<file path="src/rtl/core/tsjc_pkg.sv">
package tsjc_pkg;

  localparam int MAX_SAMPLES = 256;
  localparam int CHANNELS    = 3;
  localparam int VEL_W       = 16;
  localparam int LIM_W       = 16;
  localparam int COST_W      = 32;
  localparam int SUM_W       = 48;
  localparam int CNT_W       = $clog2(MAX_SAMPLES + 1);
  // channel sum of three quotients below 2^48
  localparam int TOT_W       = SUM_W + 2;
  localparam int DVS_W       = (CNT_W + 2 > LIM_W) ? CNT_W + 2 : LIM_W;
  localparam int BIT_W       = $clog2(TOT_W + 1);
  localparam int D1_W        = VEL_W + 1;
  localparam int D2_W        = VEL_W + 2;
  localparam int SQ1_W       = 2 * VEL_W;
  localparam int SQ2_W       = 2 * VEL_W + 3;
  localparam int QDEPTH      = 2;
  localparam int QPTR_W      = (QDEPTH > 1) ? $clog2(QDEPTH) : 1;
  localparam int CFG_IDX_W   = 2;

  localparam logic [CFG_IDX_W-1:0] REG_ACC_X     = 2'd0;
  localparam logic [CFG_IDX_W-1:0] REG_ACC_Y     = 2'd1;
  localparam logic [CFG_IDX_W-1:0] REG_ACC_OMEGA = 2'd2;

  localparam logic [LIM_W-1:0] LIM_RESET = 16'd256;

  typedef logic [SUM_W-1:0] sum_t;

  typedef logic [CHANNELS-1:0][LIM_W-1:0] lims_t;

  typedef struct packed {
    sum_t [CHANNELS-1:0] sum_d;
    sum_t [CHANNELS-1:0] sum_j;
    logic [CNT_W-1:0]    cnt;
  } job_t;

  typedef struct packed {
    logic full;
    logic empty;
  } qstat_t;

endpackage

</file>
<file path="src/rtl/core/tsjc_queue.sv">
module tsjc_queue (
  input  logic             clk,
  input  logic             rst_n,
  input  logic             push,
  input  tsjc_pkg::job_t   job_in,
  input  logic             pop,
  output tsjc_pkg::job_t   head,
  output tsjc_pkg::qstat_t qstat
);

  localparam int QD = tsjc_pkg::QDEPTH;
  localparam int PW = tsjc_pkg::QPTR_W;

  tsjc_pkg::job_t mem_r [QD];
  logic [PW-1:0]  wp_r, rp_r;
  logic [PW:0]    n_r;

  assign qstat.full  = n_r == (PW+1)'(QD);
  assign qstat.empty = n_r == '0;
  assign head        = mem_r[rp_r];

  always_ff @(posedge clk) begin
    if (!rst_n) begin
      wp_r <= '0;
      rp_r <= '0;
      n_r  <= '0;
    end else begin
      if (push) begin
        wp_r <= (wp_r == PW'(QD - 1)) ? '0 : wp_r + 1'b1;
      end
      if (pop) begin
        rp_r <= (rp_r == PW'(QD - 1)) ? '0 : rp_r + 1'b1;
      end
      if (push && !pop) begin
        n_r <= n_r + 1'b1;
      end else if (pop && !push) begin
        n_r <= n_r - 1'b1;
      end
    end
  end

  always_ff @(posedge clk) begin
    if (push) begin
      mem_r[wp_r] <= job_in;
    end
  end

  a_no_overrun: assert property (@(posedge clk) disable iff (!rst_n)
    !(push && qstat.full) && !(pop && qstat.empty))
    else $error("queue overrun or underrun");

endmodule

</file>
<file path="config.mk">
export PLATFORM = sky130hd
export DESIGN_NAME = tsjc_queue
export DESIGN_NICKNAME = d
export VERILOG_FILES = /design/src/rtl/core/tsjc_pkg.sv /design/src/rtl/core/tsjc_queue.sv
export SDC_FILE = /design/constraint.sdc
export NUM_CORES = 1
export LEC_CHECK = 0
export ABC_AREA = 1
export BUFFER_PORTS_ARGS = -buffer_cell sky130_fd_sc_hd__buf_2
export CORE_MARGIN = 1.5
export CORE_UTILIZATION = 36
export CTS_BUF_LIST = sky130_fd_sc_hd__clkbuf_2
export CTS_CLUSTER_DIAMETER = 30
export CTS_CLUSTER_SIZE = 40
export DETAILED_ROUTE_END_ITERATION = 10
export GPL_ROUTABILITY_DRIVEN = 0
export PLACE_DENSITY = 0.67
export SYNTH_ARGS = -nofsm -noshare
export SYNTH_HDL_FRONTEND = slang
export SYNTH_SLANG_ARGS = --single-unit
</file>
<file path="constraint.sdc">
create_clock -name clk -period 21 [get_ports clk]
set_input_delay 4.2 -clock clk [delete_from_list [all_inputs] [get_ports clk]]
set_output_delay 4.2 -clock clk [all_outputs]
set_load 0.02 [all_outputs]
</file>
# After elaboration in Yosys (flattened, before gate mapping)
# Memories as Yosys holds them, arrays and structs flattened. A register that Yosys moved wholly into a read port is not among the register bits.
# Cells that the tools add are included.
# Widths: inputs -> output; s select.
[word_totals]
ff_bits = 4
ramBits = 594
inputBits = 301
out_inout_bits = 299
word_cells = 23
n_memories = 1
[classes]
n_addsub = 4
eq_ne = 1
n_mux = 8
n_reduce_logical = 6
[memory_table]
columns = ["name", "depth", "width", "read_ports", "rd_clocked_by_memory_dff", "write_ports", "line", "text"]
rows = [
  ["mem_r", 2, 297, 1, 1, 1, "tsjc_queue.sv:14", "tsjc_pkg::job_t mem_r [QD];"],
]
[ops]
columns = ["cell", "count"]
rows = [
  ["$mux 1", 6],
  ["$mux 2", 2],
  ["$add 1x1->1 const B", 2],
  ["$add 2x1->2 const B", 1],
  ["$eq 2x2->1 const B", 1],
  ["$logic_and 1x1->1", 2],
  ["$logic_not 1->1", 2],
  ["$logic_not 2->1", 1],
  ["$reduce_bool 2->1", 1],
  ["$sub 2x1->2 const B", 1],
]

# Logic depth before layout (Yosys ltp)
[depth]
depth_word = 4
mapped_depth = 8

# Least setup slack after synthesis
# OpenSTA, ideal clock, no wires.
[synth_timing]
kind = "input port to flip-flop"
start = "input push"
end = "memory mem_r[0][0] (netlist bit), enable pin"
setup_ns = 0.970
arrival_ns = 16.644
path_slack_ns = 3.386
path_stages = 2
path_buffers = 0
cell_sequence = "inv_1 -> nor2_1"
[synth_via]
elab_chain_len = 2
[synth_rtl]
columns = ["element", "line", "text"]
rows = [
  ["start: declaration", "tsjc_queue.sv:4", "input logic push,"],
  ["$mux 1", "tsjc_queue.sv:43", "if (push) begin"],
  ["$mux 1 (implied by the code)", "tsjc_queue.sv:44", "mem_r[wp_r] <= job_in;"],
  ["end: declaration", "tsjc_queue.sv:14", ""],
]
# No other way between the ends.

==> flow_summary.json <==
{
  "synth-seq-cells": 599,
  "powerDensity_nw_per_um2": 94.6,
  "fmax_ghz": 0.115,
  "cts_hold_buf": 0,
  "outcome": "complete, no violations",
  "setup_viol": 0,
  "drive_above_1_share": 0.634,
  "period_share": 0.414,
  "row_count": 91,
  "ir_worst_vdd_mv": 0.0719,
  "reg2reg_from": "wp_r",
  "post_cts_buffers": 0,
  "worstHoldPathCells": 2,
  "p_leak_nw": 11.1,
  "gr-total-overflow": 0,
  "relSlewSlack": 0.0817,
  "syn2layout_area_growth_pct": 24.6,
  "yosys-top-cells-area": "edfxtp_1, mux2_4, mux2_2, buf_6, dfxtp_1",
  "drt_iter0_markers": 571,
  "cts_resized": 0,
  "numPortBuffers": 599,
  "cts_tree": "built",
  "worst_hold_startpoint": "rp_r",
  "dr.pass1.iters": 5,
  "clk_path_buf_depth": 3,
  "tns_ns": 0,
  "wl_mm": 50.1,
  "fin_skew_ns": 0.0837,
  "min_period_ns": 8.70,
  "clkSlewWorstSetupHoldPaths_ns": 0.12,
  "ys_seq_area_frac": 0.793,
  "viasPerCell": 4.47,
  "synth_top_area_cell": "edfxtp_1",
  "postSynthAreaPerCell_sq_um": 23.6,
  "r2r-end": "mem_r[1][93]",
  "synth_area_sq_um": 22600,
  "die_height_microns": 254,
  "dp_hpwl_mm": 34.8,
  "clock_sinks": 599,
  "synth_top_area_frac": 0.789,
  "rsz0062_at_grt": "false",
  "clock_latency_ns": 1.09,
  "io_pins": 600,
  "min_path_type": "register to register",
  "htree_levels": 3,
  "grt_pass1_wl_mm": 72.0,
  "drc_errors": 0,
  "track_usage": 0.150,
  "cts_buffers": 109,
  "yosys.cell_types.count": 14,
  "cts_root_buffer": "clkbuf_2",
  "ant_nets": 0,
  "dpl_cell_area_sq_um": 26400,
  "rr_worst_depth": 4,
  "worst_pin_slew_ns": 1.38,
  "routedWlPerCell_microns": 19.3,
  "end_kind": "primary output",
  "die_x_microns": 254,
  "crit_type": "register to primary output",
  "drv_slew": 0,
  "critPathLaunchType": "register",
  "arrival_ns": 4.50,
  "reg2reg_slack_ns": 17.60,
  "fillers": 5455,
  "initial_core_util": 0.365,
  "grt_max_degree": 140,
  "hold_end": "rp_r",
  "report.final.hold_viol_count": 0,
  "final_nets": 1949,
  "required_ns": 16.80,
  "netlist_instances": 959,
  "dieArea_sq_um": 64300,
  "synth_fp_nets": 1261,
  "maxCapViolCount": 0,
  "postLayoutCellArea_sq_um": 28200,
  "grt_pass1_vias": 12200,
  "vias": 11600,
  "critPathMaxFanout": 56,
  "core_area_sq_um": 61900,
  "antenna_found_initial": 21,
  "yosysWarningCount": 0
}
[power by group]
part	internal [mW]	switching [mW]	total, mW	leakage [nW]
Clock	0.472	0.480	0.952	1.01
Combinational	0.133	0.175	0.308	4.50
Sequential	1.38	0.0197	1.40	5.62
[metrics by stage]
stage | instances | hold WS (ns) | setup slack (ns) | total power, mW | utilization
after detailed placement | 2373 | 0.494 | 13.36 | 1.74 | 0.427
after global placement | 2373 | 0.479 | 13.45 | 1.74 | 0.427
final | 2594 | 0.513 | 12.30 | 2.66 | 0.455
after CTS | 2576 | 0.523 | 12.05 | 2.70 | 0.454
after global routing | 2588 | 0.548 | 11.95 | 2.77 | 0.455
after floorplan | 959 | 0.463 | 3.39 | 1.65 | -
[Yosys cell counts]
master and count:
a21oi_1 1, buf_2 6, buf_6 27, dfxtp_1 5
edfxtp_1 594, ha_1 1, inv_1 8, mux2_2 67
mux2_4 230, nand2_1 8, nand3_1 1, nand4_1 1
nor2_1 9, o21ai_0 1
[area by class of cell]
type	instances	area [sq um]	share of cell area
clock inverters	85	1110	0.0393
well taps	837	1050	0.0372
repair buffers	610	3090	0.110
clock buffers	118	591	0.0210
flip-flops and latches	599	17900	0.637
inverters	8	37.5	0.00133
diodes	18	45.0	0.00160
multi-input cells	319	4310	0.153
[how the worst max path moves through the flow]
stage	endpoint	slack, ns	cells after the start	from
2_1_floorplan	mem_r[0][0]	3.39	2	push
3_5_place_dp	head[91]	13.36	4	register
6_report	head[91]	12.30	4	register
5_1_grt	head[91]	11.95	4	register
3_3_place_gp	head[88]	13.45	4	register
4_1_cts	head[91]	12.05	4	register
[critical path, cell delays in order, from the launching register on]
cell	delay, ns
dfxtp_4	1.00
buf_4	0.91
buf_4	0.86
mux2_4	0.37
buf_2	0.16
[sequential cells by signal, summed over array words and instances (netlist names), named ones only]
signal and flops:
mem_r 594, n_r 2, rp_r 1, wp_r 1
[logic make-up after synthesis]
group                    Yosys count  share of synthesized area
buffers and inverters             41                     0.0161
multiplexers                     297                      0.186
AND/OR/NAND/NOR                   19                    0.00332
adder cells (fa/ha/maj)            1                   0.000553
flip-flops                       599                      0.793
AO/OA/AOI/OAI                      2                   0.000442
[per-layer routing]
metal,global-route usage,part of all wire,up-vias
met5,0,0.0011,-
met4,0.0739,0.034,8
met3,0.0588,0.096,121
met2,0.253,0.51,508
met1,0.165,0.36,5661
li1,-,-,5298
[cells in the final DEF (no fill, tap or decap), drive strengths merged]
cell type  instances
diode             18
buf              610
edfxtp           594
ha                 1
nand4              1
a21oi              1
clkinvlp           9
nand3              1
nand2              8
inv               17
o21ai              1
clkbuf           118
mux2             297
clkinv            44
dfxtp              5
nor2               9
bufinv            23
Power figures use the tool's default switching activity.
