[config.mk]
export PLATFORM = sky130hd
export DESIGN_NAME = tsjc_back
export DESIGN_NICKNAME = d
export VERILOG_FILES = /design/src/rtl/core/tsjc_pkg.sv /design/src/rtl/core/tsjc_back.sv
export SDC_FILE = /design/constraint.sdc
export NUM_CORES = 1
export LEC_CHECK = 0
export BUFFER_PORTS_ARGS = -buffer_cell sky130_fd_sc_hd__buf_4
export CAP_MARGIN = 20
export CELL_PAD_IN_SITES_DETAIL_PLACEMENT = 1
export CELL_PAD_IN_SITES_GLOBAL_PLACEMENT = 1
export CORE_UTILIZATION = 50
export DETAILED_ROUTE_END_ITERATION = 7
export PLACE_DENSITY_LB_ADDON = 0.1
export SYNTH_ARGS = -nofsm -noshare
export SYNTH_HDL_FRONTEND = slang
export SYNTH_SLANG_ARGS = --single-unit
[constraint.sdc]
create_clock -name clk -period 44.3 [get_ports clk]
set_clock_uncertainty 0.1 [all_clocks]
set_input_delay 0 -clock clk [delete_from_list [all_inputs] [get_ports clk]]
set_output_delay 0 -clock clk [all_outputs]
set_load 0.03 [all_outputs]
[src/rtl/core/tsjc_pkg.sv]
package tsjc_pkg;

  localparam int MAX_SAMPLES = 256;
  localparam int CHANNELS    = 3;
  localparam int VEL_W       = 16;
  localparam int LIM_W       = 16;
  localparam int COST_W      = 32;
  localparam int SUM_W       = 48;
  localparam int CNT_W       = $clog2(MAX_SAMPLES + 1);
  // channel sum of three quotients below 2^48
  localparam int TOT_W       = SUM_W + 2;
  localparam int DVS_W       = (CNT_W + 2 > LIM_W) ? CNT_W + 2 : LIM_W;
  localparam int BIT_W       = $clog2(TOT_W + 1);
  localparam int D1_W        = VEL_W + 1;
  localparam int D2_W        = VEL_W + 2;
  localparam int SQ1_W       = 2 * VEL_W;
  localparam int SQ2_W       = 2 * VEL_W + 3;
  localparam int QDEPTH      = 2;
  localparam int QPTR_W      = (QDEPTH > 1) ? $clog2(QDEPTH) : 1;
  localparam int CFG_IDX_W   = 2;

  localparam logic [CFG_IDX_W-1:0] REG_ACC_X     = 2'd0;
  localparam logic [CFG_IDX_W-1:0] REG_ACC_Y     = 2'd1;
  localparam logic [CFG_IDX_W-1:0] REG_ACC_OMEGA = 2'd2;

  localparam logic [LIM_W-1:0] LIM_RESET = 16'd256;

  typedef logic [SUM_W-1:0] sum_t;

  typedef logic [CHANNELS-1:0][LIM_W-1:0] lims_t;

  typedef struct packed {
    sum_t [CHANNELS-1:0] sum_d;
    sum_t [CHANNELS-1:0] sum_j;
    logic [CNT_W-1:0]    cnt;
  } job_t;

  typedef struct packed {
    logic full;
    logic empty;
  } qstat_t;

endpackage

[src/rtl/core/tsjc_back.sv]
module tsjc_back (
  input  logic                          clk,
  input  logic                          rst_n,
  input  tsjc_pkg::lims_t               lims,
  input  tsjc_pkg::job_t                head,
  input  tsjc_pkg::qstat_t              qstat,
  output logic                          pop,
  output logic                          out_valid,
  input  logic                          out_ready,
  output logic [tsjc_pkg::COST_W-1:0]   smooth_cost,
  output logic [tsjc_pkg::COST_W-1:0]   jerk_val,
  output logic                          saturated
);

  localparam int TW = tsjc_pkg::TOT_W;
  localparam int DW = tsjc_pkg::DVS_W;
  localparam int CW = tsjc_pkg::COST_W;

  localparam logic [1:0] S_IDLE = 2'd0;
  localparam logic [1:0] S_LOAD = 2'd1;
  localparam logic [1:0] S_RUN  = 2'd2;
  localparam logic [1:0] S_FIN  = 2'd3;

  // steps 0..2 smooth channels, 3 smooth cost, 4..6 jerk channels, 7 jerk cost
  localparam logic [2:0] STEP_COST_S = 3'd3;
  localparam logic [2:0] STEP_COST_J = 3'd7;

  logic [1:0]               state_r;
  logic [2:0]               step_r;
  tsjc_pkg::job_t           job_r;
  logic [TW-1:0]            tot_r, quo_r, quo_nxt;
  logic [DW-1:0]            rem_r, rem_nxt, dvs_r, div3;
  logic [tsjc_pkg::BIT_W-1:0] bits_r;
  logic [CW-1:0]            sc_r, jc_r, cost_val;
  logic                     sat_r, out_valid_r;
  logic [CW-1:0]            out_sc_r, out_jc_r;
  logic                     out_sat_r;

  logic [DW:0]              trial;
  logic                     ge, last_bit, is_cost, skip, out_free, hi_nz;
  logic [tsjc_pkg::LIM_W-1:0] lim_sel;
  tsjc_pkg::sum_t           sum_sel;

  always_comb begin
    case (step_r[1:0])
      2'd0:    lim_sel = lims[0];
      2'd1:    lim_sel = lims[1];
      2'd2:    lim_sel = lims[2];
      default: lim_sel = '0;
    endcase
    case (step_r[1:0])
      2'd0:    sum_sel = step_r[2] ? job_r.sum_j[0] : job_r.sum_d[0];
      2'd1:    sum_sel = step_r[2] ? job_r.sum_j[1] : job_r.sum_d[1];
      2'd2:    sum_sel = step_r[2] ? job_r.sum_j[2] : job_r.sum_d[2];
      default: sum_sel = '0;
    endcase
  end

  assign is_cost  = (step_r == STEP_COST_S) || (step_r == STEP_COST_J);
  assign skip     = !is_cost && (lim_sel == '0);
  assign div3     = DW'(job_r.cnt) + (DW'(job_r.cnt) << 1);

  // restoring divider, one quotient bit per cycle
  assign trial    = {rem_r, quo_r[TW-1]};
  assign ge       = trial >= {1'b0, dvs_r};
  assign rem_nxt  = ge ? DW'(trial - {1'b0, dvs_r}) : trial[DW-1:0];
  assign quo_nxt  = {quo_r[TW-2:0], ge};
  assign last_bit = bits_r == tsjc_pkg::BIT_W'(1);
  assign hi_nz    = |quo_nxt[TW-1:CW];
  assign cost_val = hi_nz ? '1 : quo_nxt[CW-1:0];

  assign out_free = !out_valid_r || out_ready;
  assign pop      = (state_r == S_IDLE) && !qstat.empty;

  always_ff @(posedge clk) begin
    if (!rst_n) begin
      state_r     <= S_IDLE;
      step_r      <= '0;
      out_valid_r <= 1'b0;
    end else begin
      case (state_r)
        S_IDLE: begin
          if (!qstat.empty) begin
            state_r <= S_LOAD;
            step_r  <= '0;
          end
        end
        S_LOAD: begin
          if (skip) begin
            step_r <= step_r + 1'b1;
          end else begin
            state_r <= S_RUN;
          end
        end
        S_RUN: begin
          if (last_bit) begin
            if (step_r == STEP_COST_J) begin
              state_r <= S_FIN;
            end else begin
              step_r  <= step_r + 1'b1;
              state_r <= S_LOAD;
            end
          end
        end
        S_FIN: begin
          if (out_free) begin
            state_r <= S_IDLE;
          end
        end
        default: state_r <= S_IDLE;
      endcase
      if (state_r == S_FIN && out_free) begin
        out_valid_r <= 1'b1;
      end else if (out_ready) begin
        out_valid_r <= 1'b0;
      end
    end
  end

  always_ff @(posedge clk) begin
    case (state_r)
      S_IDLE: begin
        if (!qstat.empty) begin
          job_r <= head;
          tot_r <= '0;
          sat_r <= 1'b0;
        end
      end
      S_LOAD: begin
        if (!skip) begin
          quo_r  <= is_cost ? tot_r : TW'(sum_sel);
          dvs_r  <= is_cost ? div3 : DW'(lim_sel);
          rem_r  <= '0;
          bits_r <= tsjc_pkg::BIT_W'(TW);
        end
      end
      S_RUN: begin
        quo_r  <= quo_nxt;
        rem_r  <= rem_nxt;
        bits_r <= bits_r - 1'b1;
        if (last_bit) begin
          if (is_cost) begin
            tot_r <= '0;
            sat_r <= sat_r | hi_nz;
            if (step_r == STEP_COST_S) begin
              sc_r <= cost_val;
            end else begin
              jc_r <= cost_val;
            end
          end else begin
            tot_r <= tot_r + quo_nxt;
          end
        end
      end
      S_FIN: begin
        if (out_free) begin
          out_sc_r  <= sc_r;
          out_jc_r  <= jc_r;
          out_sat_r <= sat_r;
        end
      end
      default: ;
    endcase
  end

  assign out_valid   = out_valid_r;
  assign smooth_cost = out_sc_r;
  assign jerk_val    = out_jc_r;
  assign saturated   = out_sat_r;

  a_div_nonzero: assert property (@(posedge clk) disable iff (!rst_n)
    state_r == S_RUN |-> dvs_r != '0)
    else $error("divider running with zero divisor");

  a_result_from_fin: assert property (@(posedge clk) disable iff (!rst_n)
    $rose(out_valid_r) |-> $past(state_r) == S_FIN)
    else $error("result raised outside finish state");

endmodule
==> results of run 1 <==
[cell families after synthesis]
group	Yosys count	share of synthesized area
flops	571	0.674
xor+xnor	43	0.0149
compound gates	483	0.143
mux	61	0.0241
fa+ha+maj	94	0.0473
buf+inv	203	0.0311
simple gates	352	0.0658
[per-stage QoR]
step | hold WS [ps] | cell area (µm²) | worst slack, ps
floorplan | -1.13 | 25300 | 29110
global placement | 78.2 | 29100 | 38220
detailed placement | 79.3 | 29200 | 38190
==> key figures, run 1 <==
Outcome
  – Outcome: stopped before the end
  – Failed at: clock tree synthesis
  – Stop Error: [ERROR RSZ-0060] Max buffer count reached.

Placement
  – Port bufs: 415
  – Placer Congestion: ~0.89
  – DP HPWL: between 40 and 50 mm
  – # placed instances: between 2000 and 3000

Floorplanning
  – Num ports: about 420
  – Die height: between 200 and 250 µm
  – Die Wd: around 230 µm
  – Effective utilization at floorplan: 0.506
  – Placement Rows: 82

Clock network
  – Total of cells resized after clock tree synthesis: 0
  – Setup bufs post-CTS: 0
  – Sink Count: around 570
  – # H-tree levels: 2
  – Clock Tree Buf Depth: 3
  – Total CTS buffers: 60
  – Cts hold-fix bufs: just under 600
  – Clock tree root buffer cell: clkbuf_16

Yosys
  – Avg Synthesized Cell Area: between 10 and 15 µm²
  – Yosys warns: 0
  – Most frequent cell after synthesis: edfxtp_1
  – Post-synth EDFFs: 565
  – Post-synth ARST share: 0
  – Mapped cell area: between 20000 and 30000 µm²
  – Yosys top cell by area: edfxtp_1
  – Post-synth top area share: 0.669
  – Top post-synthesis cells by count: edfxtp_1, a21oi_1, a222oi_1, nor2_1
  – Mapped Nets: around 2300
  – Synthesis-stage register bit count: around 570
  – Cell count after synthesis: 1807
  – Top cells by area, synth: edfxtp_1, ha_1, a222oi_1
  – Seq/Total Area, Yosys: 0.674
  – Main synth FF type: edfxtp_1
  – Distinct cells, synth: 73
==> run 2, diff against run 1 <==
- CELL_PAD_IN_SITES_DETAIL_PLACEMENT: 1 -> unset
- CELL_PAD_IN_SITES_GLOBAL_PLACEMENT: 1 -> unset
- CORE_UTILIZATION: 50 -> 40
- PLACE_DENSITY_LB_ADDON: 0.1 -> 0.15
==> key figures, run 2 <==
Outcome
  – Outcome: completed

Final layout
  – Largest registers: job_r x297, quo_r x50, tot_r x50
  – Post-route cell area: 37500 µm²
  – Commonest non-fill, non-tap cells in the layout: dlygate4sd3_1, edfxtp_1, buf_4
  – Max reg flops: 297
  – Register with the most flip-flops: job_r
  – P&R area growth vs syn: 47.9%
  – Nets@finish: around 3200
  – Most common cell after layout, fill and taps aside: dlygate4sd3_1
  – Layout cell share with drive strength beyond 1: 0.195

Worst hold path
  – Hold Path Sink: job_r[174]$_DFFE_PP_
  – Hold_sp: head[174]
  – Worst hold path cell count: 2
  – HP Class: in -> reg

Yosys
  – Cell count after synthesis: 1807 (unchanged)
  – Synthesis-stage register bit count: 571 (unchanged)
  – Mapped cell area: 25300 µm² (unchanged)
  – Main synth FF type: edfxtp_1
  – Most frequent cell after synthesis: edfxtp_1
  – Avg Synthesized Cell Area: 14.0 µm² (unchanged)
  – Mapped Nets: 2251 (unchanged)
  – Yosys top cell by area: edfxtp_1
  – Top cells by area, synth: edfxtp_1, ha_1, a222oi_1
  – Seq/Total Area, Yosys: 0.674 (unchanged)
  – Top post-synthesis cells by count: edfxtp_1, a21oi_1, a222oi_1, nor2_1
  – Yosys warns: 0 (unchanged)
  – Post-synth ARST share: 0 (unchanged)
  – Post-synth EDFFs: 565 (unchanged)
  – Distinct cells, synth: 73 (unchanged)
  – Post-synth top area share: 0.669 (unchanged)

Detailed routing
  – # DRC: 0
  – Vias: a little under 20000
  – Vias/cell: 5.30
  – Routed WL: between 70 and 80 mm
  – Initial DRC Count: approximately 1500
  – Drt wl/cell: 19.7 µm
  – Drt pass-1 iters: 8
  – Antenna viol nets, final: 0

Placement
  – Port bufs: 415 (unchanged)
  – DP Area: 29300 µm² (+0.67%)
  – Placer Congestion: 0.880 (-1.4%)
  – DP HPWL: 43.2 mm (-10%)

Floorplanning
  – Die ar.: 64400 µm²
  – Core box area: about 62000 µm²
  – Placement Rows: 91 (+11%)
  – Num ports: 417 (unchanged)
  – Die height: 254 µm (+12%)
  – Effective utilization at floorplan: 0.408 (-0.0985)
  – Die Wd: 254 µm (+12%)

GRT
  – Total track usage: 0.221
  – Grt ovf: 0
  – Number of global-route vias before repair: between 20000 and 25000
  – Initial antenna violation count: 1
  – Global-route wire length before repair: 111 mm
  – Pin count of the biggest net entering global routing: roughly 110

Critical path
  – CP top delay family: compound AO/OA/AOI/OAI gates
  – Critical-path top delay cell: and2_1
  – Critical path buffers and inverters: 1
  – Crit path required time: 44530 ps
  – Reg2reg end: tot_r[40]$_SDFFCE_PP0P_
  – CP Capture Type: register
  – Worst r2r src: rem_r[10]$_SDFFCE_PN0P_
  – CP startpoint kind: register
  – Kind of critical path: reg -> reg
  – Worst r2r path cells: 18
  – Worst R2R Setup Slack: 38230 ps
  – CP most frequent cell: ha_1
  – Cell Chain, Critical Path: ha_1, nand4_1, nor3_1, a2111oi_1, a31oi_1, o21ai_1, and2_1, inv_1, ha_1, fa_1, a211oi_1, o21ai_2, a41oi_2, a211o_1, nand3_1, a21oi_1, xor2_1, nor2_1
  – Critical Path Fanout Max: 20
  – CP arrival: between 6000 and 7000 ps
  – Largest stage delay on the critical path: around 840 ps

Timing
  – Slew @ Worst Pin: approximately 1100 ps
  – # setup viols final: 0
  – Rel. slew slack: 0.280
  – Hold Violations, Final: 0
  – Final hold slack: approximately 26 ps
  – Setup_tns: 0 ps
  – Fin crit share: 0.137
  – Slew Viols, Final: 0
  – Fmax: ~160 MHz
  – Unrepaired setup endpoints after global routing: false
  – Min Tclk post-route: about 6000 ps

Clock network
  – Worst-skew pair later-pin latency: approximately 600 ps
  – CTS tree: done
  – Clock tree root buffer cell: clkbuf_16
  – CTS clock-pin slew for the worst setup and hold paths: about 60 ps
  – Cts hold-fix bufs: 599 (+2.0%)
  – Total of cells resized after clock tree synthesis: 0 (unchanged)
  – Clock Tree Buf Depth: 3 (unchanged)
  – Total CTS buffers: 61 (+1.7%)
  – # H-tree levels: 2 (unchanged)
  – Sink Count: 571 (unchanged)
  – Setup bufs post-CTS: 0 (unchanged)

Power and ir drop
  – VDD IR max: around 0.033 mV
  – Int Pwr: roughly 1.4 mW
  – Switching Fraction: 0.344
  – Pwr Density: 55.8 nW/µm²
  – Combinational Power Share: 0.362
  – P_sw: 0.719 mW
  – Leak Pwr: about 14 nW
  – Reg power frac: 0.378
  – Clock power frac: 0.260

Flow run
  – Max Cap Violations: 0
run 2: cell counts after synthesis:
No cell type changed its count.
run 2: area by class of cell:
cell class                 instances  area (µm²)
tap                              837        1050
timing repair buffer            1033        9260
antenna                            1        2.50
inverter                         104         392
clock buffer                      71        1610
clock inverter                    43         532
sequential                       571       17100
multi-input combinational       1033        7570
fill                            4780       24700
run 2: worst max path at each step:
stage | start | endpoint | slack [ps] | depth (start not counted)
after global placement | rem_r[9]$_SDFFCE_PN0P_ | tot_r[40]$_SDFFCE_PP0P_ | 38190 | 18
after detailed placement | rem_r[9]$_SDFFCE_PN0P_ | tot_r[40]$_SDFFCE_PP0P_ | 38130 | 18
after floorplan | state_r[0]$_SDFFE_PN0P_ | job_r[0]$_DFFE_PP_ | 29110 | 3
after global routing | rem_r[6]$_SDFFCE_PN0P_ | tot_r[40]$_SDFFCE_PP0P_ | 37690 | 18
after CTS | rem_r[6]$_SDFFCE_PN0P_ | tot_r[40]$_SDFFCE_PP0P_ | 38130 | 18
final | rem_r[10]$_SDFFCE_PN0P_ | tot_r[40]$_SDFFCE_PP0P_ | 38230 | 18
run 2: worst reg2reg max path, cell delays in order (launching register included):
cell and delay (ps):
edfxtp_1 400, ha_1 380, nand4_1 200, nor3_1 90, a2111oi_1 600, a31oi_1 190
o21ai_1 180, and2_1 840, inv_1 170, ha_1 290, fa_1 440, a211oi_1 360
o21ai_2 170, a41oi_2 440, a211o_1 230, nand3_1 150, a21oi_1 320, xor2_1 190
nor2_1 50
run 2: cells by family after synthesis:
logic type,share of synthesized area
AOI/OAI and AO/OA,0.143
xor gates and xnor gates,0.0149
adders and majority gates,0.0473
buffers and inverters,0.0311
DFF,0.674
muxes,0.0241
and+or+nand+nor,0.0658
run 2: through the flow:
stage               worst slack (ps)  power, mW  utilization  instances
finish                         38230       2.09        0.603       3693
detailed placement             38130       1.50        0.472       2978
CTS                            38130       2.09        0.603       3691
global placement               38190       1.49        0.472       2978
global route                   37690       2.21        0.603       3693
floorplan                      29110       1.33            -       1807
run 2: power groups by stage:
stage	Clock [mW]	Combinational [mW]	Sequential (mW)
detailed placement	0	0.702	0.798
floorplan	0	0.514	0.816
global placement	0	0.693	0.795
finish	0.544	0.758	0.790
CTS	0.552	0.754	0.788
global route	0.576	0.839	0.800
run 2: metal layers:
metal,GRT usage,vias up,part of all wire
met5,0,-,0
li1,-,9193,-
met2,0.386,616,0.50
met3,0.0404,99,0.059
met4,0.0573,0,0.020
met1,0.283,9663,0.42
No activity file was read; power rests on OpenSTA's default activity.
==> run 3, diff against run 2 <==
- clock period: 44.3 -> 6 ns (I/O delays scaled with it)
==> key figures, run 3 (synthesis results as in run 2) <==
Outcome
  – Outcome: complete, but fails checks
  – Failing checks: design-rule violations

Floorplanning
  – Placement Rows: 91 (unchanged)
  – Num ports: 417 (unchanged)
  – Core box area: 62200 µm² (unchanged)
  – Die height: 254 µm (unchanged)
  – Effective utilization at floorplan: 0.408 (unchanged)
  – Die ar.: 64400 µm² (unchanged)
  – Die Wd: 254 µm (unchanged)

Timing
  – Unrepaired setup endpoints after global routing: false
  – Fin crit share: 0.855 (+0.717)
  – Rel. slew slack: 0.242 (-0.0382)
  – Slew Viols, Final: 0 (unchanged)
  – Min Tclk post-route: 5130 ps (-946 ps)
  – # setup viols final: 0 (unchanged)
  – Hold Violations, Final: 0 (unchanged)
  – Setup_tns: 0 ps (unchanged)
  – Slew @ Worst Pin: 1140 ps (+57.3 ps)
  – Fmax: 195 MHz (+18%)

Clock network
  – Total CTS buffers: 66 (+8.2%)
  – CTS tree: done
  – CTS clock-pin slew for the worst setup and hold paths: 60 ps (about the same)
  – Clock tree root buffer cell: clkbuf_16
  – Setup bufs post-CTS: 0 (unchanged)
  – Worst-skew pair later-pin latency: 600 ps (about the same)
  – # H-tree levels: 3 (+1)
  – Clock Tree Buf Depth: 3 (unchanged)
  – Sink Count: 571 (unchanged)

GRT
  – Grt ovf: 0 (unchanged)
  – Global-route wire length before repair: 110 mm (-0.82%)
  – Number of global-route vias before repair: 19800 (-1.5%)
  – Pin count of the biggest net entering global routing: 158 (+45%)
  – Initial antenna violation count: 3 (+2)
  – Total track usage: 0.220 (-0.00131)

Worst hold path
  – HP Class: in -> reg

Final layout
  – Nets@finish: 3178 (-2.2%)
  – Commonest non-fill, non-tap cells in the layout: edfxtp_1, dlygate4sd3_1, buf_4
  – Layout cell share with drive strength beyond 1: 0.199 (+0.00411)
  – Most common cell after layout, fill and taps aside: edfxtp_1
  – P&R area growth vs syn: 44.9%
  – N_diodes: 0 (-1)
  – Final Util: 0.591 (-0.0121)
  – Largest registers: job_r x297, quo_r x50, tot_r x50
  – Max reg flops: 297 (unchanged)
  – Register with the most flip-flops: job_r

Flow run
  – Max Cap Violations: 0 (unchanged)

Critical path
  – CP startpoint kind: register
  – Critical path buffers and inverters: 1 (unchanged)
  – CP top delay family: compound AO/OA/AOI/OAI gates
  – CP arrival: 5380 ps (-930 ps)
  – Critical Path Fanout Max: 7 (-65%)
  – Cell Chain, Critical Path: ha_1, a21oi_1, nor3_1, a2111oi_1, a31oi_1, o21ai_1, and2_1, inv_1, ha_1, fa_1, a211oi_1, o21ai_2, a41oi_2, a2111oi_4, o2111ai_2, a31oi_2, xnor2_1, nor2_1
  – CP most frequent cell: ha_1
  – Crit path required time: 6250 ps (-38280 ps)
  – Critical-path top delay cell: a2111oi_1
  – Largest stage delay on the critical path: 620 ps (-220 ps)
  – Kind of critical path: reg -> reg
  – CP Capture Type: register

Power and ir drop
  – VDD IR max: 0.302 mV (+810%)
  – Clock power frac: 0.257 (-0.003)
  – Reg power frac: 0.381 (+0.003)
  – Pwr Density: 418 nW/µm² (+650%)
  – Switching Fraction: 0.348 (+0.00397)
  – Leak Pwr: 14.0 nW (-2.2%)
  – Combinational Power Share: 0.362 (about the same)
  – Int Pwr: 10.0 mW (+630%)
  – P_sw: 5.34 mW (+640%)

Detailed routing
  – Antenna viol nets, final: 0 (unchanged)
  – Vias/cell: 5.31 (+0.28%)
  – Vias: 19200 (-1.8%)
  – Drt pass-1 iters: 8 (unchanged)
  – Drt wl/cell: 19.9 µm (+0.94%)
  – Initial DRC Count: 1456 (-4.4%)
  – Routed WL: 72.1 mm (-1.1%)
  – # DRC: 1 (+1)

Placement
  – Port bufs: 415 (unchanged)
  – Placer Congestion: 0.873 (-0.87%)
  – DP HPWL: 43.4 mm (+0.56%)
run 3: final cells by class:
type,instances,area [µm²]
Clock inverter,37,373
Clock buffer,78,1720
Sequential cell,571,17100
Tap cell,837,1050
Fill cell,4854,25400
Multi-Input combinational cell,1033,7570
Timing Repair Buffer,958,8550
Inverter,104,392
run 3: path summary, 6_finish.rpt:
check,from,endpoint,slack [ps],cells after the start
setup reg to reg,rem_r[6]$_SDFFCE_PN0P_,tot_r[42]$_SDFFCE_PP0P_,870,18
hold reg to reg,jc_r[4]$_DFFE_PP_,jerk_val[4]$_DFFE_PP_,320,0
hold / removal,head[11],job_r[11]$_DFFE_PP_,30,2
setup / recovery,rem_r[6]$_SDFFCE_PN0P_,tot_r[42]$_SDFFCE_PP0P_,870,18
run 3: timing repair:
item / in CTS / in global routing
resized for setup: 0 / 0
hold buffers: 521 / 3
hold endpoints to repair: 319 / 3
run 3: per-layer routing:
metal / wire length [µm] / GRT usage / vias up
met1: 30000 / 0.275 / 9408
met5: 18 / 0 / -
met4: 2170 / 0.0756 / 4
li1: - / - / 9053
met2: 35800 / 0.378 / 621
met3: 4050 / 0.0454 / 141
run 3: worst register-to-register path: cells and delay by family, from the launching register on:
family	cells	cell delay (ps)
AOI/OAI and AO/OA	10	2790
adders and majority gates	3	1070
DFF	1	390
and+or+nand+nor	3	290
xor gates and xnor gates	1	190
buffers and inverters	1	70
run 3: power by group through the flow:
| stage | sequential (mW) | clock (mW) | combinational, mW |
|---|---|---|---|
| 6_report | 5.85 | 3.94 | 5.56 |
| 4_1_cts | 5.84 | 4.02 | 5.52 |
| 3_5_place_dp | 5.91 | 0 | 5.18 |
| 2_1_floorplan | 5.85 | 0 | 3.80 |
| 5_1_grt | 5.92 | 4.17 | 6.16 |
| 3_3_place_gp | 5.89 | 0 | 5.11 |
run 3: per-stage QoR:
stage	power (mW)	cell area [µm²]	setup WS [ps]	hold WS (ps)	cells
final	15.3	36700	873	31.0	3618
after floorplan	9.65	25400	122	-1.13	1807
after detailed placement	11.1	29400	801	79.2	2977
after global routing	16.3	36700	335	0.269	3618
after global placement	11.0	29400	894	78.1	2977
after CTS	15.4	36700	785	0.238	3613
==> run 4, diff against run 3 <==
- CAP_MARGIN: 20 -> unset
- CORE_UTILIZATION: 40 -> 55
- PLACE_DENSITY: unset -> 0.88
- PLACE_DENSITY_LB_ADDON: 0.15 -> unset
==> key figures, run 4 (synthesis results as in run 2) <==
Clock network
  – Total CTS buffers: 56 (-15%)
  – CTS tree: done
  – Clock Tree Buf Depth: 3 (unchanged)
  – CTS clock-pin slew for the worst setup and hold paths: 70 ps (about the same)
  – Total of cells resized after clock tree synthesis: 0 (unchanged)
  – Setup bufs post-CTS: 0 (unchanged)
  – Cts hold-fix bufs: 401 (-23%)
  – Clock tree root buffer cell: clkbuf_16
  – # H-tree levels: 2 (-1)
  – Sink Count: 571 (unchanged)
  – Worst-skew pair later-pin latency: 610 ps (about the same)

Floorplanning
  – Placement Rows: 78 (-14%)
  – Die Wd: 217 µm (-15%)
  – Num ports: 417 (unchanged)
  – Effective utilization at floorplan: 0.559 (+0.151)
  – Die ar.: 47000 µm² (-27%)
  – Die height: 217 µm (-15%)
  – Core box area: 45400 µm² (-27%)

Worst hold path
  – HP Class: in -> reg

Critical path
  – CP Capture Type: register
  – Largest stage delay on the critical path: 620 ps (about the same)
  – CP startpoint kind: register
  – Crit path required time: 6200 ps (-50 ps)
  – CP top delay family: compound AO/OA/AOI/OAI gates
  – Critical Path Fanout Max: 6 (-1)
  – Critical-path top delay cell: a2111oi_1
  – Critical path buffers and inverters: 1 (unchanged)
  – Kind of critical path: reg -> reg
  – CP arrival: 5470 ps (+90 ps)
  – Cell Chain, Critical Path: ha_1, nand4_1, nor3_1, a2111oi_1, a31oi_1, o21ai_1, and2_1, inv_1, ha_1, fa_1, a211oi_1, o21ai_2, a41oi_2, a211o_1, a31oi_1, o211ai_1, nand3b_1, nor3b_1

GRT
  – Grt ovf: 0 (unchanged)
  – Global-route wire length before repair: 119 mm (+8.2%)
  – Total track usage: 0.331 (+0.111)
  – Pin count of the biggest net entering global routing: 182 (+15%)
  – Number of global-route vias before repair: 20400 (+2.8%)
  – Initial antenna violation count: 0 (-3)

Final layout
  – Most common cell after layout, fill and taps aside: edfxtp_1
  – Largest registers: job_r x297, quo_r x50, tot_r x50
  – Max reg flops: 297 (unchanged)
  – Post-route cell area: 34900 µm² (-5.1%)
  – Nets@finish: 3041 (-4.3%)
  – Layout cell share with drive strength beyond 1: 0.206 (+0.00701)
  – P&R area growth vs syn: 37.6%
  – N_diodes: 0 (unchanged)
  – Commonest non-fill, non-tap cells in the layout: edfxtp_1, buf_4, dlygate4sd3_1
  – Register with the most flip-flops: job_r

Detailed routing
  – Antenna viol nets, final: 0 (unchanged)
  – # DRC: 17 (+16)
  – Routed WL: 78.4 mm (+8.9%)
  – Vias/cell: 6.24 (+17%)
  – Initial DRC Count: 3012 (+110%)
  – Vias: 20200 (+5.0%)
  – Drt wl/cell: 24.2 µm (+22%)
  – Drt pass-1 iters: 8 (unchanged)

Timing
  – Fin crit share: 0.878 (+0.0231)
  – Setup_tns: 0 ps (unchanged)
  – Unrepaired setup endpoints after global routing: false
  – Slew Viols, Final: 0 (unchanged)
  – Min Tclk post-route: 5270 ps (+138 ps)
  – Fmax: 190 MHz (-2.6%)
  – Rel. slew slack: 0.121 (-0.121)
  – Slew @ Worst Pin: 1320 ps (+182 ps)
  – Hold Violations, Final: 0 (unchanged)
  – # setup viols final: 0 (unchanged)

Outcome
  – Outcome: complete, but fails checks
  – Failing checks: design-rule violations

Flow run
  – Max Cap Violations: 0 (unchanged)

Placement
  – Placer Congestion: 0.912 (+4.5%)
  – DP Area: 29000 µm² (-1.1%)
  – Port bufs: 415 (unchanged)
  – DP HPWL: 41.7 mm (-4.0%)

Power and ir drop
  – VDD IR max: 0.306 mV (+1.4%)
  – Pwr Density: 435 nW/µm² (+4.1%)
  – Leak Pwr: 13.4 nW (-4.8%)
run 4: changes by cell type in the layout (fill, tap and decap cells not counted), sizes merged, moves of 2 or more:
| cell | before | now |
|---|---|---|
| clkbuf | 78 | 64 |
| clkinvlp | 2 | 4 |
| dlygate4sd3 | 524 | 401 |
| buf | 434 | 430 |
| inv | 107 | 103 |
run 4: final timing paths:
| path | startpoint | end | slack [ps] | cells after the start |
|---|---|---|---|---|
| max reg2reg | rem_r[8]$_SDFFCE_PN0P_ | tot_r[48]$_SDFFCE_PP0P_ | 730 | 18 |
| max | rem_r[8]$_SDFFCE_PN0P_ | tot_r[48]$_SDFFCE_PP0P_ | 730 | 18 |
| min reg2reg | sc_r[26]$_DFFE_PP_ | smooth_cost[26]$_DFFE_PP_ | 310 | 0 |
| min | head[282] | job_r[282]$_DFFE_PP_ | 20 | 2 |
run 4: per-stage QoR:
step                cells   util  hold WS, ps  power (mW)  setup WS [ps]
global placement     2738  0.640         78.0        10.8           1060
CTS                  3238  0.768       0.0630        14.8            819
floorplan            1807      -        -1.13        9.65            122
finish               3238  0.768         15.7        15.2            734
detailed placement   2738  0.640         79.3        11.0            819
global route         3238  0.768         2.16        15.9            374
run 4: area by class of cell:
type	count	area, µm²
sequential	571	17100
fill	2401	10500
multi-input combinational	1033	7570
timing repair buffer	831	7250
clock buffer	64	1450
tap	600	751
inverter	104	392
clock inverter	35	365
run 4: per-layer routing:
layer,global-route usage,part of all wire,vias to the layer above
met5,0,0,-
met4,0.126,0.038,0
met3,0.0573,0.098,214
li1,-,-,8774
met2,0.578,0.50,1482
met1,0.411,0.36,9726
run 4: where the power goes:
part	total, mW	switching [mW]	internal [mW]
clock network	3.62	1.59	2.04
logic	5.62	3.45	2.17
registers	5.91	0.447	5.46
total	15.2	5.49	9.67
